===== src/rtl/four_wheel_position_pid_macros.svh =====
// Assertion macros for the four-wheel position PID block.
// Taken in by the top level; no other dependencies.
`ifndef FOUR_WHEEL_POSITION_PID_MACROS_SVH
`define FOUR_WHEEL_POSITION_PID_MACROS_SVH

// Same-cycle implication, reset masks the check.
`define FWPP_ASSERT_IMP(label, clk, rst_n, ante, cons, msg) \
  label: assert property (@(posedge clk) disable iff (!rst_n) (ante) |-> (cons)) \
    else $error(msg);

// Next-cycle implication, reset masks the check.
`define FWPP_ASSERT_NXT(label, clk, rst_n, ante, cons, msg) \
  label: assert property (@(posedge clk) disable iff (!rst_n) (ante) |=> (cons)) \
    else $error(msg);

`endif


===== src/rtl/fwpp_pkg.sv =====
// Shared types, constants and saturation helpers for the four-wheel position PID.
// No dependencies; used by every module of the block.
package fwpp_pkg;

  localparam int WHEELS   = 4;
  localparam int WHEEL_W  = 2;
  localparam int POS_W    = 24;
  localparam int ACC_W    = 32;
  localparam int VEL_W    = 11;
  localparam int GAIN_W   = 32;
  localparam int ZONE_W   = 16;
  localparam int BAND_W   = 8;
  localparam int DRIVE_W  = 8;
  localparam int FRAC_W   = 16;
  localparam int PROD_P_W = GAIN_W + POS_W;
  localparam int PROD_I_W = GAIN_W + ACC_W;
  localparam int PROD_D_W = GAIN_W + VEL_W;
  localparam int SUM_W    = PROD_I_W + 1;

  localparam int IN_DATA_W  = 64;
  localparam int IN_USER_W  = 3;
  localparam int OUT_DATA_W = 40;
  localparam int ADDR_W     = 5;
  localparam int DATA_W     = 32;

  localparam logic ACT_START = 1'b0;
  localparam logic ACT_TICK  = 1'b1;

  localparam logic [2:0] REG_GAIN_P = 3'd0;
  localparam logic [2:0] REG_GAIN_I = 3'd1;
  localparam logic [2:0] REG_GAIN_D = 3'd2;
  localparam logic [2:0] REG_ZONE   = 3'd3;
  localparam logic [2:0] REG_BAND   = 3'd4;

  localparam logic signed [GAIN_W-1:0] GAIN_P_RST = 32'sd13107;
  localparam logic signed [GAIN_W-1:0] GAIN_I_RST = 32'sd52;
  localparam logic signed [GAIN_W-1:0] GAIN_D_RST = -32'sd32768;
  localparam logic [ZONE_W-1:0]        ZONE_RST   = 16'd200;
  localparam logic [BAND_W-1:0]        BAND_RST   = 8'd5;

  localparam logic signed [DRIVE_W-1:0] DRIVE_MAX = 8'sd127;
  localparam logic signed [DRIVE_W-1:0] DRIVE_MIN = -8'sd127;

  typedef logic signed [POS_W-1:0]    pos_t;
  typedef logic signed [POS_W:0]      pos_ext_t;
  typedef logic signed [ACC_W-1:0]    acc_t;
  typedef logic signed [ACC_W:0]      acc_ext_t;
  typedef logic signed [VEL_W-1:0]    vel_t;
  typedef logic signed [PROD_P_W-1:0] prod_p_t;
  typedef logic signed [PROD_I_W-1:0] prod_i_t;
  typedef logic signed [PROD_D_W-1:0] prod_d_t;
  typedef logic signed [SUM_W-1:0]    sum_t;

  typedef struct packed {
    logic               action;
    logic [WHEEL_W-1:0] wheel;
    pos_t               target;
    pos_t               position;
    vel_t               velocity;
  } fwpp_item_t;

  // Error, integral and status of one item after the wheel state update.
  typedef struct packed {
    logic tick;
    pos_t err;
    acc_t acc;
    vel_t vel;
    logic settled;
    logic all_settled;
  } fwpp_s1_t;

  typedef struct packed {
    logic                       all_settled;
    logic                       settled;
    logic signed [POS_W-1:0]    error;
    logic signed [DRIVE_W-1:0]  drive;
  } fwpp_res_t;

  typedef struct packed {
    logic s1_load;
    logic s2_load;
  } fwpp_adv_t;

  function automatic pos_t sat_pos(input pos_ext_t v);
    pos_t r;
    if (v[POS_W] != v[POS_W-1]) begin
      r = v[POS_W] ? {1'b1, {(POS_W-1){1'b0}}} : {1'b0, {(POS_W-1){1'b1}}};
    end else begin
      r = v[POS_W-1:0];
    end
    return r;
  endfunction

  function automatic acc_t sat_acc(input acc_ext_t v);
    acc_t r;
    if (v[ACC_W] != v[ACC_W-1]) begin
      r = v[ACC_W] ? {1'b1, {(ACC_W-1){1'b0}}} : {1'b0, {(ACC_W-1){1'b1}}};
    end else begin
      r = v[ACC_W-1:0];
    end
    return r;
  endfunction

endpackage


===== src/rtl/fwpp_state.sv =====
// Per-wheel state (goal, offset, last corrected position, integral, settled flags)
// and the error and integral update of one item. Depends on fwpp_pkg.
module fwpp_state (
  input  logic                               clk,
  input  logic                               rst_n,
  input  fwpp_pkg::fwpp_adv_t                adv,
  input  fwpp_pkg::fwpp_item_t               item,
  input  logic [fwpp_pkg::ZONE_W-1:0]        integral_zone,
  input  logic [fwpp_pkg::BAND_W-1:0]        settle_band,
  output fwpp_pkg::fwpp_s1_t                 s1_r
);

  fwpp_pkg::pos_t goal_r   [fwpp_pkg::WHEELS];
  fwpp_pkg::pos_t offset_r [fwpp_pkg::WHEELS];
  fwpp_pkg::pos_t lastc_r  [fwpp_pkg::WHEELS];
  fwpp_pkg::acc_t acc_r    [fwpp_pkg::WHEELS];
  logic [fwpp_pkg::WHEELS-1:0] flags_r;
  logic [fwpp_pkg::WHEELS-1:0] flags_nxt;

  fwpp_pkg::pos_t goal_cur, offset_cur, lastc_cur, off_start, corr, err;
  fwpp_pkg::acc_t acc_cur, acc_sat, acc_nxt;
  logic [fwpp_pkg::POS_W-1:0] err_mag;
  logic settled_nxt;
  logic is_tick;

  always_comb begin
    is_tick    = (item.action == fwpp_pkg::ACT_TICK);
    goal_cur   = goal_r[item.wheel];
    offset_cur = offset_r[item.wheel];
    lastc_cur  = lastc_r[item.wheel];
    acc_cur    = acc_r[item.wheel];

    // A new move folds the residual of the old one into the offset.
    off_start = fwpp_pkg::sat_pos(fwpp_pkg::pos_ext_t'(goal_cur)
                                  - fwpp_pkg::pos_ext_t'(lastc_cur));
    corr      = fwpp_pkg::sat_pos(fwpp_pkg::pos_ext_t'(item.position)
                                  + fwpp_pkg::pos_ext_t'(offset_cur));
    if (is_tick) begin
      err = fwpp_pkg::sat_pos(fwpp_pkg::pos_ext_t'(goal_cur) - fwpp_pkg::pos_ext_t'(corr));
    end else begin
      err = fwpp_pkg::sat_pos(fwpp_pkg::pos_ext_t'(item.target)
                              - fwpp_pkg::pos_ext_t'(off_start));
    end
    err_mag = err[fwpp_pkg::POS_W-1] ? -err : err;

    acc_sat = fwpp_pkg::sat_acc(fwpp_pkg::acc_ext_t'(acc_cur) + fwpp_pkg::acc_ext_t'(err));
    if ((err == '0) || (err_mag > fwpp_pkg::POS_W'(integral_zone))) begin
      acc_nxt = '0;
    end else begin
      acc_nxt = acc_sat;
    end

    settled_nxt = (err_mag <= fwpp_pkg::POS_W'(settle_band));
    flags_nxt = flags_r;
    flags_nxt[item.wheel] = settled_nxt;
  end

  always_ff @(posedge clk) begin
    if (!rst_n) begin
      flags_r <= '1;
      for (int k = 0; k < fwpp_pkg::WHEELS; k++) begin
        goal_r[k]   <= '0;
        offset_r[k] <= '0;
        lastc_r[k]  <= '0;
        acc_r[k]    <= '0;
      end
    end else if (adv.s1_load) begin
      flags_r <= flags_nxt;
      if (is_tick) begin
        lastc_r[item.wheel] <= corr;
        acc_r[item.wheel]   <= acc_nxt;
      end else begin
        offset_r[item.wheel] <= off_start;
        goal_r[item.wheel]   <= item.target;
        lastc_r[item.wheel]  <= off_start;
      end
    end
  end

  always_ff @(posedge clk) begin
    if (adv.s1_load) begin
      s1_r.tick        <= is_tick;
      s1_r.err         <= err;
      s1_r.acc         <= is_tick ? acc_nxt : acc_cur;
      s1_r.vel         <= item.velocity;
      s1_r.settled     <= settled_nxt;
      s1_r.all_settled <= &flags_nxt;
    end
  end

endmodule


===== config.mk =====
export PLATFORM = sky130hd
export DESIGN_NAME = fwpp_state
export DESIGN_NICKNAME = d
export VERILOG_FILES = /design/src/rtl/four_wheel_position_pid_macros.svh /design/src/rtl/fwpp_pkg.sv /design/src/rtl/fwpp_state.sv
export SDC_FILE = /design/constraint.sdc
export NUM_CORES = 1
export LEC_CHECK = 0
export BUFFER_PORTS_ARGS = -buffer_cell sky130_fd_sc_hd__clkbuf_2
export CELL_PAD_IN_SITES_DETAIL_PLACEMENT = 1
export CELL_PAD_IN_SITES_GLOBAL_PLACEMENT = 1
export CORE_UTILIZATION = 54
export DETAILED_ROUTE_END_ITERATION = 16
export PLACE_DENSITY_LB_ADDON = 0.1
export SLEW_MARGIN = 20
export SYNTH_ARGS = -nofsm -noshare
export SYNTH_HDL_FRONTEND = slang
export SYNTH_SLANG_ARGS = --single-unit

===== constraint.sdc =====
create_clock -name clk -period 28.5 [get_ports clk]
set_clock_uncertainty 0.15 [all_clocks]
set_input_delay 1.425 -clock clk [delete_from_list [all_inputs] [get_ports clk]]
set_output_delay 1.425 -clock clk [all_outputs]
set_load 0.02 [all_outputs]

==> flow_summary.toml, run 1 <==
[placed_design]
gp_congestion = 0.957
dp_hpwl_mm = 69.3
io_buffer_count = 158

[routing]
route.detailed.drc = 0
first_pass_iters = 6
ant_nets = 0
wire_per_inst_um = 28.2
met3_length_mm = 7.44
wl_met2_mm = 47.4
vias_per_cell = 6.57
totalWireLength_mm = 99.0
via_count = 23077
drtIter0Drc = 1888
met1_length_mm = 41.6
top_layer = "met4"

[logic_synthesis]
syn_nets = 2889
ys_types = 99
syn_area_sq_um = 29500
netlist.area_leader.share_pct = 49.5
avgSynthCellArea_sq_um = 11.2
seq_area_frac_synth_pct = 49.7
synthArstFlopShare_pct = 0
yosys_warnings = 0
synth-seq-cells = 490
synthCells = 2641
synth_area_leaders = "edfxtp_1, mux4_2, ha_1"
yosysTopAreaCell = "edfxtp_1"
synth_edf_count = 486
synth_flop_cell = "edfxtp_1"

[power_and_ir_drop]
vdd_drop_max_mv = 0.0716
pwr-share-comb_pct = 56.8
p_int_mw = 1.95
total_power_mw = 3.66
clkPwrFrac_pct = 18.8
net-switching-power_mw = 1.72
seqPwrFrac_pct = 24.4
power_density_nw_per_um2 = 112
p_leak_nw = 12.8
switching_share_pct = 46.8

[layout]
multi_input_area_sq_um = 13900
final_util_pct = 60.8
area_growth_pct = 11.2
num-nets-final = 3022
drive_gt1_share_pct = 16.3
final.fill_count = 5573
n_antenna_cell = 0
register_area_sq_um = 14700

[sta]
fin_setup_tns_ns = 0
max_freq_ghz = 0.0595
whs_ns = 0.344
slew_headroom_pct = 19.6
min_period_over_period_pct = 59.0
setup_viol = 0
finalHoldViolations = 0
maxSlewViolCount = 0
timing.final.crit_period_ns = 16.82
worst_pin_slew_ns = 1.21
rsz0062_at_grt = "false"

[grt]
gr-total-overflow = 0
grt_usage_pct = 35.7
grt_max_degree = 86
antenna_found_initial = 2
grt_pass1_wl_mm = 149
grt_pass1_vias = 24263

[status]
status = "finished clean"

[cts]
h-tree-depth = 2
ctsHoldBuffers = 0
cts_tree = "done"
clock_path_buffers = 3
cts_resized = 0
clock_latency_ns = 0.62
cts_sinks = 490
cts_buffers = 53
clk_pin_slew_ns = 0.06
clock-root-buffer = "clkbuf_16"
post_cts_buffers = 0

[worst_setup_path]
r2r_start = "goal_r[2][0]"
cp_data_arrival_time_ns = 16.97
crit_buf_inv = 9
crit_required_ns = 28.66
setup.worst_path.start = "item[60]"
max_stage_delay_ns = 0.88
criticalPathCategory = "in -> reg"
regToRegEndpoint = "s1_r[37]"
cpMaxStageDelayCell = "o32ai_1"
rr_worst_depth = 44
cp-start-kind = "input pin"
crit_family = "compound AO/OA/AOI/OAI gates"
cpMostUsedCell = "a21oi_1"
endpoint_kind = "flop"
reg2reg_setup_slack_ns = 13.14
cp_max_fo = 85

[floorplanning]
die_w_um = 236
core_area_sq_um = 53900
fp-row-count = 85
dieArea_sq_um = 55600
pin_count = 160
die_y_um = 236
initial_utilization_pct = 54.7

[min_path]
worstHoldStart = "flags_r[0]"
whs_path_depth = 2
hold_path_end = "flags_r[0]"
hp-class = "reg -> reg"

[run]
drv_cap = 0
[per-stage QoR]
stage                     setup WS (ns)  area, sq um  instances
after global placement            11.99        31100       3415
after detailed placement          11.75        31100       3415
after CTS                         12.23        32800       3512
after global routing              11.07        32800       3512
final                             11.68        32800       3512
after floorplan                   15.90        29500       2641
[state kept, by name (all words and copies together), names as in the netlist]
signal and count:
goal_r 96, s1_r 70, flags_r 4, acc_r 128, offset_r 96, lastc_r 96
[cell type report]
class / instances / area share (%)
Timing Repair Buffer: 206 / 3.54
Clock buffer: 70 / 4.36
Multi-Input combinational cell: 1890 / 42.3
Clock inverter: 27 / 0.877
Inverter: 133 / 1.52
Sequential cell: 490 / 44.7
Tap cell: 696 / 2.66
[layout by cell type (no fill, tap or decap), types with 17 or more instances in the layout]
| cell type | netlist | routed |
|---|---|---|
| nand2_1 | 153 | 149 |
| clkbuf_16 | 0 | 53 |
| nor2b_1 | 20 | 20 |
| ha_1 | 153 | 153 |
| clkbuf_2 | 0 | 155 |
| nor3_1 | 172 | 172 |
| and2_1 | 34 | 34 |
| a31oi_1 | 18 | 17 |
| a21o_1 | 50 | 50 |
| nand4_1 | 20 | 20 |
| o31ai_1 | 41 | 41 |
| or3_1 | 19 | 19 |
| o22ai_1 | 20 | 20 |
| mux4_2 | 104 | 104 |
| nor2_1 | 361 | 360 |
| edfxtp_1 | 486 | 486 |
| xnor2_1 | 73 | 73 |
| xor2_1 | 37 | 37 |
| o21ai_1 | 20 | 20 |
| a211oi_1 | 30 | 30 |
| a21oi_1 | 167 | 167 |
| nand2b_1 | 22 | 22 |
| o211ai_1 | 19 | 19 |
| inv_1 | 131 | 130 |
| buf_4 | 0 | 50 |
| o21a_1 | 30 | 30 |
| o21ai_0 | 80 | 77 |
| nand3_1 | 38 | 32 |
[cell usage after synthesis, types with 6 or more instances]
cell,number
o21ai_1,20
nor2b_1,20
mux4_2,104
inv_1,131
o31ai_1,41
a31oi_1,18
a211o_1,9
xnor2_1,73
nand2_1,153
ha_1,153
maj3_1,11
and3_1,16
nor2_1,361
nand3_1,38
nor3_1,172
a211oi_1,30
o21bai_1,15
buf_1,19
clkbuf_1,93
o22ai_1,20
and2_1,34
mux2i_1,8
a21oi_1,167
a31o_2,6
edfxtp_1,486
o211ai_1,19
buf_6,11
a21o_1,50
mux2_2,16
or2_2,6
nand4_1,20
nand2b_1,22
o21a_1,30
nor4_1,8
o21ai_0,80
xor2_1,37
or3_1,19
[worst max path at each step]
stage                           to  cells after the start  slack [ns]
after detailed placement  s1_r[37]                     43       11.75
after CTS                 s1_r[37]                     43       12.23
after floorplan           s1_r[25]                     45       15.90
after global placement    s1_r[29]                     43       11.99
final                     s1_r[37]                     46       11.68
after global routing      s1_r[40]                     43       11.07
[power by group through the flow]
stage	logic, mW	registers [mW]	clock network (mW)
floorplan	1.35	0.929	0
finish	2.08	0.893	0.690
global route	2.24	0.897	0.717
detailed placement	2.02	0.907	0
CTS	2.04	0.893	0.693
global placement	1.95	0.900	0
[metal layers]
layer / track usage, % / up-vias
met5: 0 / -
met4: 10.4 / 0
met1: 49.3 / 11709
met3: 5.28 / 177
met2: 58.7 / 944
li1: - / 10247
[worst register-to-register path: cells and delay by family, from the launching register on]
kind	cells	cell delay [ns]
flops	1	0.37
buf+inv	7	2.30
compound gates	22	7.01
mux	2	0.77
fa+ha+maj	4	1.51
simple gates	9	2.92
[kinds of logic (layout without fill, tap and decap cells)]
group           Yosys count  in the layout  synth area share, %
compound gates          592            592                 13.3
buf+inv                 261            436                 3.62
fa+ha+maj               169            169                 7.20
flops                   490            490                 49.7
xor+xnor                110            110                 3.27
simple gates            889            889                 13.9
mux                     130            130                 8.94
Power figures use the tool's default switching activity.
==> run 2: changes to the inputs <==
--- a/config.mk
+++ b/config.mk
@@ -8,7 +8,7 @@
 export BUFFER_PORTS_ARGS = -buffer_cell sky130_fd_sc_hd__clkbuf_2
 export CELL_PAD_IN_SITES_DETAIL_PLACEMENT = 1
 export CELL_PAD_IN_SITES_GLOBAL_PLACEMENT = 1
-export CORE_UTILIZATION = 54
+export CORE_UTILIZATION = 45
 export DETAILED_ROUTE_END_ITERATION = 16
 export PLACE_DENSITY_LB_ADDON = 0.1
 export SLEW_MARGIN = 20
==> constraint.sdc (replaced) <==
create_clock -name clk -period 14.1 [get_ports clk]
set_clock_uncertainty 0.15 [all_clocks]
set_input_delay 0.705 -clock clk [delete_from_list [all_inputs] [get_ports clk]]
set_output_delay 0.705 -clock clk [all_outputs]
set_load 0.02 [all_outputs]
==> run 2 against run 1 <==
  * Hold slack lost 0.22 ns
  * Largest power group unchanged
  * Global-route usage fell by 5.9 points
  * Register-to-register slack lost 12 ns
  * Flip-flop and latch count stayed put
  * Critical endpoint is now s1_r[29]
==> flow_summary.toml, run 2 (synthesis results as in run 1) <==
[status]
status = "finished clean"

[sta]
max_freq_ghz = 0.0766
worst_pin_slew_ns = 1.06
min_period_over_period_pct = 92.5
setup_viol = 0
timing.final.crit_period_ns = 13.05
slew_headroom_pct = 29.1
rsz0062_at_grt = "false"
finalHoldViolations = 0
fin_setup_tns_ns = 0
whs_ns = 0.120
maxSlewViolCount = 0

[floorplanning]
core_area_sq_um = 64600
initial_utilization_pct = 45.7
die_w_um = 258
die_y_um = 258
pin_count = 160
dieArea_sq_um = 66600
fp-row-count = 93

[run]
drv_cap = 0

[grt]
grt_pass1_vias = 23533
antenna_found_initial = 2
grt_pass1_wl_mm = 149
gr-total-overflow = 0
grt_max_degree = 81
grt_usage_pct = 29.8

[cts]
h-tree-depth = 2
cts_tree = "done"
clk_pin_slew_ns = 0.06
cts_sinks = 490
cts_resized = 0
clock_latency_ns = 0.63
cts_buffers = 55
post_cts_buffers = 0
ctsHoldBuffers = 0
clock_path_buffers = 3
clock-root-buffer = "clkbuf_16"

[power_and_ir_drop]
clkPwrFrac_pct = 19.1
vdd_drop_max_mv = 0.129
net-switching-power_mw = 3.49
total_power_mw = 7.55
pwr-share-comb_pct = 57.1
power_density_nw_per_um2 = 226
p_leak_nw = 13.0
switching_share_pct = 46.2
p_int_mw = 4.06
seqPwrFrac_pct = 23.8

[layout]
final_common_cell = "edfxtp_1"
area_growth_pct = 13.0
top_register = "acc_r"
multi_input_area_sq_um = 13900
register_area_sq_um = 14700
final.fill_count = 6850
num-nets-final = 3060
instances_no_fill = 3711
layout_common_cells = "edfxtp_1, nor2_1, nor3_1"
largest_reg_flops = 128
drive_gt1_share_pct = 17.4

[routing]
ant_nets = 0
totalWireLength_mm = 99.0
via_count = 22763
route.detailed.drc = 0
first_pass_iters = 5
wire_per_inst_um = 26.7
vias_per_cell = 6.13
drtIter0Drc = 1923

[worst_setup_path]
regToRegEndpoint = "s1_r[29]"
crit_required_ns = 14.26
criticalPathCategory = "in -> reg"
max_stage_delay_ns = 0.55
cp_max_fo = 80
crit_end = "s1_r[29]"
endpoint_kind = "flop"
reg2reg_setup_slack_ns = 1.14
cpMaxStageDelayCell = "mux4_2"
cpMostUsedCell = "a21oi_1"
setup.worst_path.start = "item[59]"
cp-start-kind = "input pin"
rr_worst_depth = 47
r2r_start = "goal_r[2][0]"
cp_data_arrival_time_ns = 13.21

[placed_design]
gp_congestion = 0.970
dp.cells = 3610
dp_hpwl_mm = 70.9
io_buffer_count = 158

[min_path]
hp-class = "in -> reg"
[run 2: cell count changes in the layout (fill, tap and decap cells not counted), moves of 2 or more]
cell and change:
clkinv_2 +5, inv_6 -2, buf_12 +2, clkbuf_16 +3
buf_4 +34, clkbuf_8 -4
[run 2: final cells by class]
type	instances	area share [%]
multi-input cells	1890	41.6
flip-flops and latches	490	44.0
repair buffers	242	4.37
inverters	133	1.50
well taps	855	3.21
clock inverters	32	0.975
clock buffers	68	4.34
diodes	1	0.00750
[run 2: critical path: cells and delay by family]
kind | cells | cell delay [ns]
compound gates | 22 | 5.83
simple gates | 10 | 2.14
buf+inv | 9 | 1.77
fa+ha+maj | 5 | 1.77
mux | 2 | 0.86
[run 2: how the worst min path moves through the flow]
stage / endpoint / depth (start not counted) / from
global route: s1_r[6] / 1 / item[4]
detailed placement: flags_r[0] / 2 / flags_r[0]
floorplan: flags_r[0] / 2 / flags_r[0]
finish: s1_r[6] / 1 / item[4]
CTS: s1_r[6] / 1 / item[4]
global placement: flags_r[0] / 2 / flags_r[0]
[run 2: metal layers]
metal	up-vias	wire length, um	GRT usage [%]
met5	-	0	0
met4	0	1590	5.65
met3	109	5980	4.02
met2	662	46600	48.3
met1	11657	44800	42.9
li1	10335	-	-
[run 2: through the flow]
step | setup slack [ns] | utilization [%] | cell area [sq um]
after floorplan | 2.22 | - | 29500
after global placement | 0.836 | 48.9 | 31600
after detailed placement | 0.686 | 48.9 | 31600
after CTS | 1.25 | 51.6 | 33300
after global routing | 0.126 | 51.6 | 33300
final | 1.05 | 51.6 | 33400
[run 2: power groups by stage]
| stage | combinational, mW | clock [mW] | sequential [mW] |
|---|---|---|---|
| floorplan | 2.72 | 0 | 1.88 |
| global placement | 4.12 | 0 | 1.82 |
| detailed placement | 4.23 | 0 | 1.83 |
| CTS | 4.27 | 1.46 | 1.80 |
| global route | 4.66 | 1.50 | 1.81 |
| finish | 4.31 | 1.44 | 1.80 |
==> run 3: changes to the inputs <==
--- a/config.mk
+++ b/config.mk
@@ -8,6 +8,7 @@
 export BUFFER_PORTS_ARGS = -buffer_cell sky130_fd_sc_hd__clkbuf_2
 export CELL_PAD_IN_SITES_DETAIL_PLACEMENT = 1
 export CELL_PAD_IN_SITES_GLOBAL_PLACEMENT = 1
+export CORE_MARGIN = 5
 export CORE_UTILIZATION = 45
 export DETAILED_ROUTE_END_ITERATION = 16
 export PLACE_DENSITY_LB_ADDON = 0.1
==> run 3 against run 2 <==
  * First-iteration DRC count up 5.0%
  * Wire length up 1.9%
  * Via count up 0.47%
  * Sequential share of layout area up 0.078 points
  * Combinational power about the same
==> flow_summary.toml, run 3 (synthesis results as in run 1) <==
[cts]
cts_buffers = 56
cts_resized = 0
clock-root-buffer = "clkbuf_16"
clock_latency_ns = 0.64
h-tree-depth = 2
cts_tree = "done"
ctsHoldBuffers = 0
cts_sinks = 490
clk_pin_slew_ns = 0.06
clock_path_buffers = 3
post_cts_buffers = 0

[layout]
instances_no_fill = 3710
layout_common_cells = "edfxtp_1, nor2_1, nor3_1"
area_growth_pct = 12.8
largest_reg_flops = 128
top_register = "acc_r"
final_common_cell = "edfxtp_1"
n_antenna_cell = 0
drive_gt1_share_pct = 17.1
final.fill_count = 7020
final_area_sq_um = 33300
final_util_pct = 51.5
num-nets-final = 3056

[routing]
vias_per_cell = 6.16
route.detailed.drc = 0
first_pass_iters = 5
drtIter0Drc = 2020
wire_per_inst_um = 27.2
ant_nets = 0
totalWireLength_mm = 101
via_count = 22871

[sta]
fin_setup_tns_ns = 0
worst_pin_slew_ns = 1.15
rsz0062_at_grt = "false"
max_freq_ghz = 0.0748
maxSlewViolCount = 0
timing.final.crit_period_ns = 13.37
finalHoldViolations = 0
min_period_over_period_pct = 94.8
setup_viol = 0
slew_headroom_pct = 23.4
whs_ns = 0.116

[placed_design]
gp_congestion = 0.937
dp_hpwl_mm = 72.4
place_area_sq_um = 31500
io_buffer_count = 158
dp.cells = 3605

[floorplanning]
initial_utilization_pct = 45.6
fp-row-count = 93
core_area_sq_um = 64700
die_y_um = 266
dieArea_sq_um = 70800
pin_count = 160
die_w_um = 266

[worst_setup_path]
cpMaxStageDelayCell = "mux2_2"
crit_required_ns = 14.32
endpoint_kind = "flop"
cp_max_fo = 73
max_stage_delay_ns = 0.49
cpMostUsedCell = "a21oi_1"
cp-start-kind = "input pin"
criticalPathCategory = "in -> reg"
cp_data_arrival_time_ns = 13.59

[power_and_ir_drop]
p_leak_nw = 12.9
power_density_nw_per_um2 = 225
vdd_drop_max_mv = 0.116

[grt]
grt_pass1_vias = 23960
grt_usage_pct = 27.8
grt_max_degree = 76
grt_pass1_wl_mm = 150
gr-total-overflow = 0
antenna_found_initial = 5

[run]
drv_cap = 0

[min_path]
hp-class = "in -> reg"

[status]
status = "finished clean"
## run 3: metrics by stage
step	total power, mW	worst slack (ns)
after floorplan	4.60	2.22
after global placement	5.93	0.523
after detailed placement	6.05	0.264
after CTS	7.47	0.839
after global routing	7.94	0.108
final	7.50	0.735
## run 3: worst paths after layout
path	start	end	slack, ns	depth (start not counted)
setup reg to reg	offset_r[3][1]	s1_r[16]	0.92	40
setup / recovery	item[59]	s1_r[16]	0.73	46
hold / removal	item[2]	s1_r[4]	0.12	1
hold reg to reg	flags_r[0]	flags_r[0]	0.35	2
## run 3: where the power goes
group          internal (mW)  total (mW)  switching, mW  leakage, nW
clock network          0.787        1.40          0.617        0.848
logic                   1.44        4.30           2.85         7.13
registers               1.76        1.80         0.0379         4.97
total                   3.99        7.50           3.51         12.9
## run 3: critical path: cells and delay by family
kind            cells  cell delay [ns]
compound gates     24             6.57
buf+inv             7             1.64
simple gates        9             2.20
mux                 2             0.88
fa+ha+maj           4             1.38
## run 3: cell type report
class / count / area [sq um] / area share [%]
tap: 855 / 1070 / 3.21
clock inverter: 37 / 294 / 0.883
sequential: 490 / 14700 / 44.1
multi-input combinational: 1890 / 13900 / 41.7
timing repair buffer: 237 / 1430 / 4.30
inverter: 133 / 499 / 1.50
clock buffer: 68 / 1450 / 4.34
## run 3: per-layer routing
metal / up-vias / global-route usage (%) / share of wire (%) / routed length [um]
met5: - / 0 / 0.013 / 13
met4: 2 / 5.43 / 1.9 / 1940
li1: 10325 / - / - / -
met2: 725 / 46.0 / 47 / 47800
met1: 11695 / 39.3 / 44 / 44200
met3: 124 / 4.66 / 6.9 / 7010
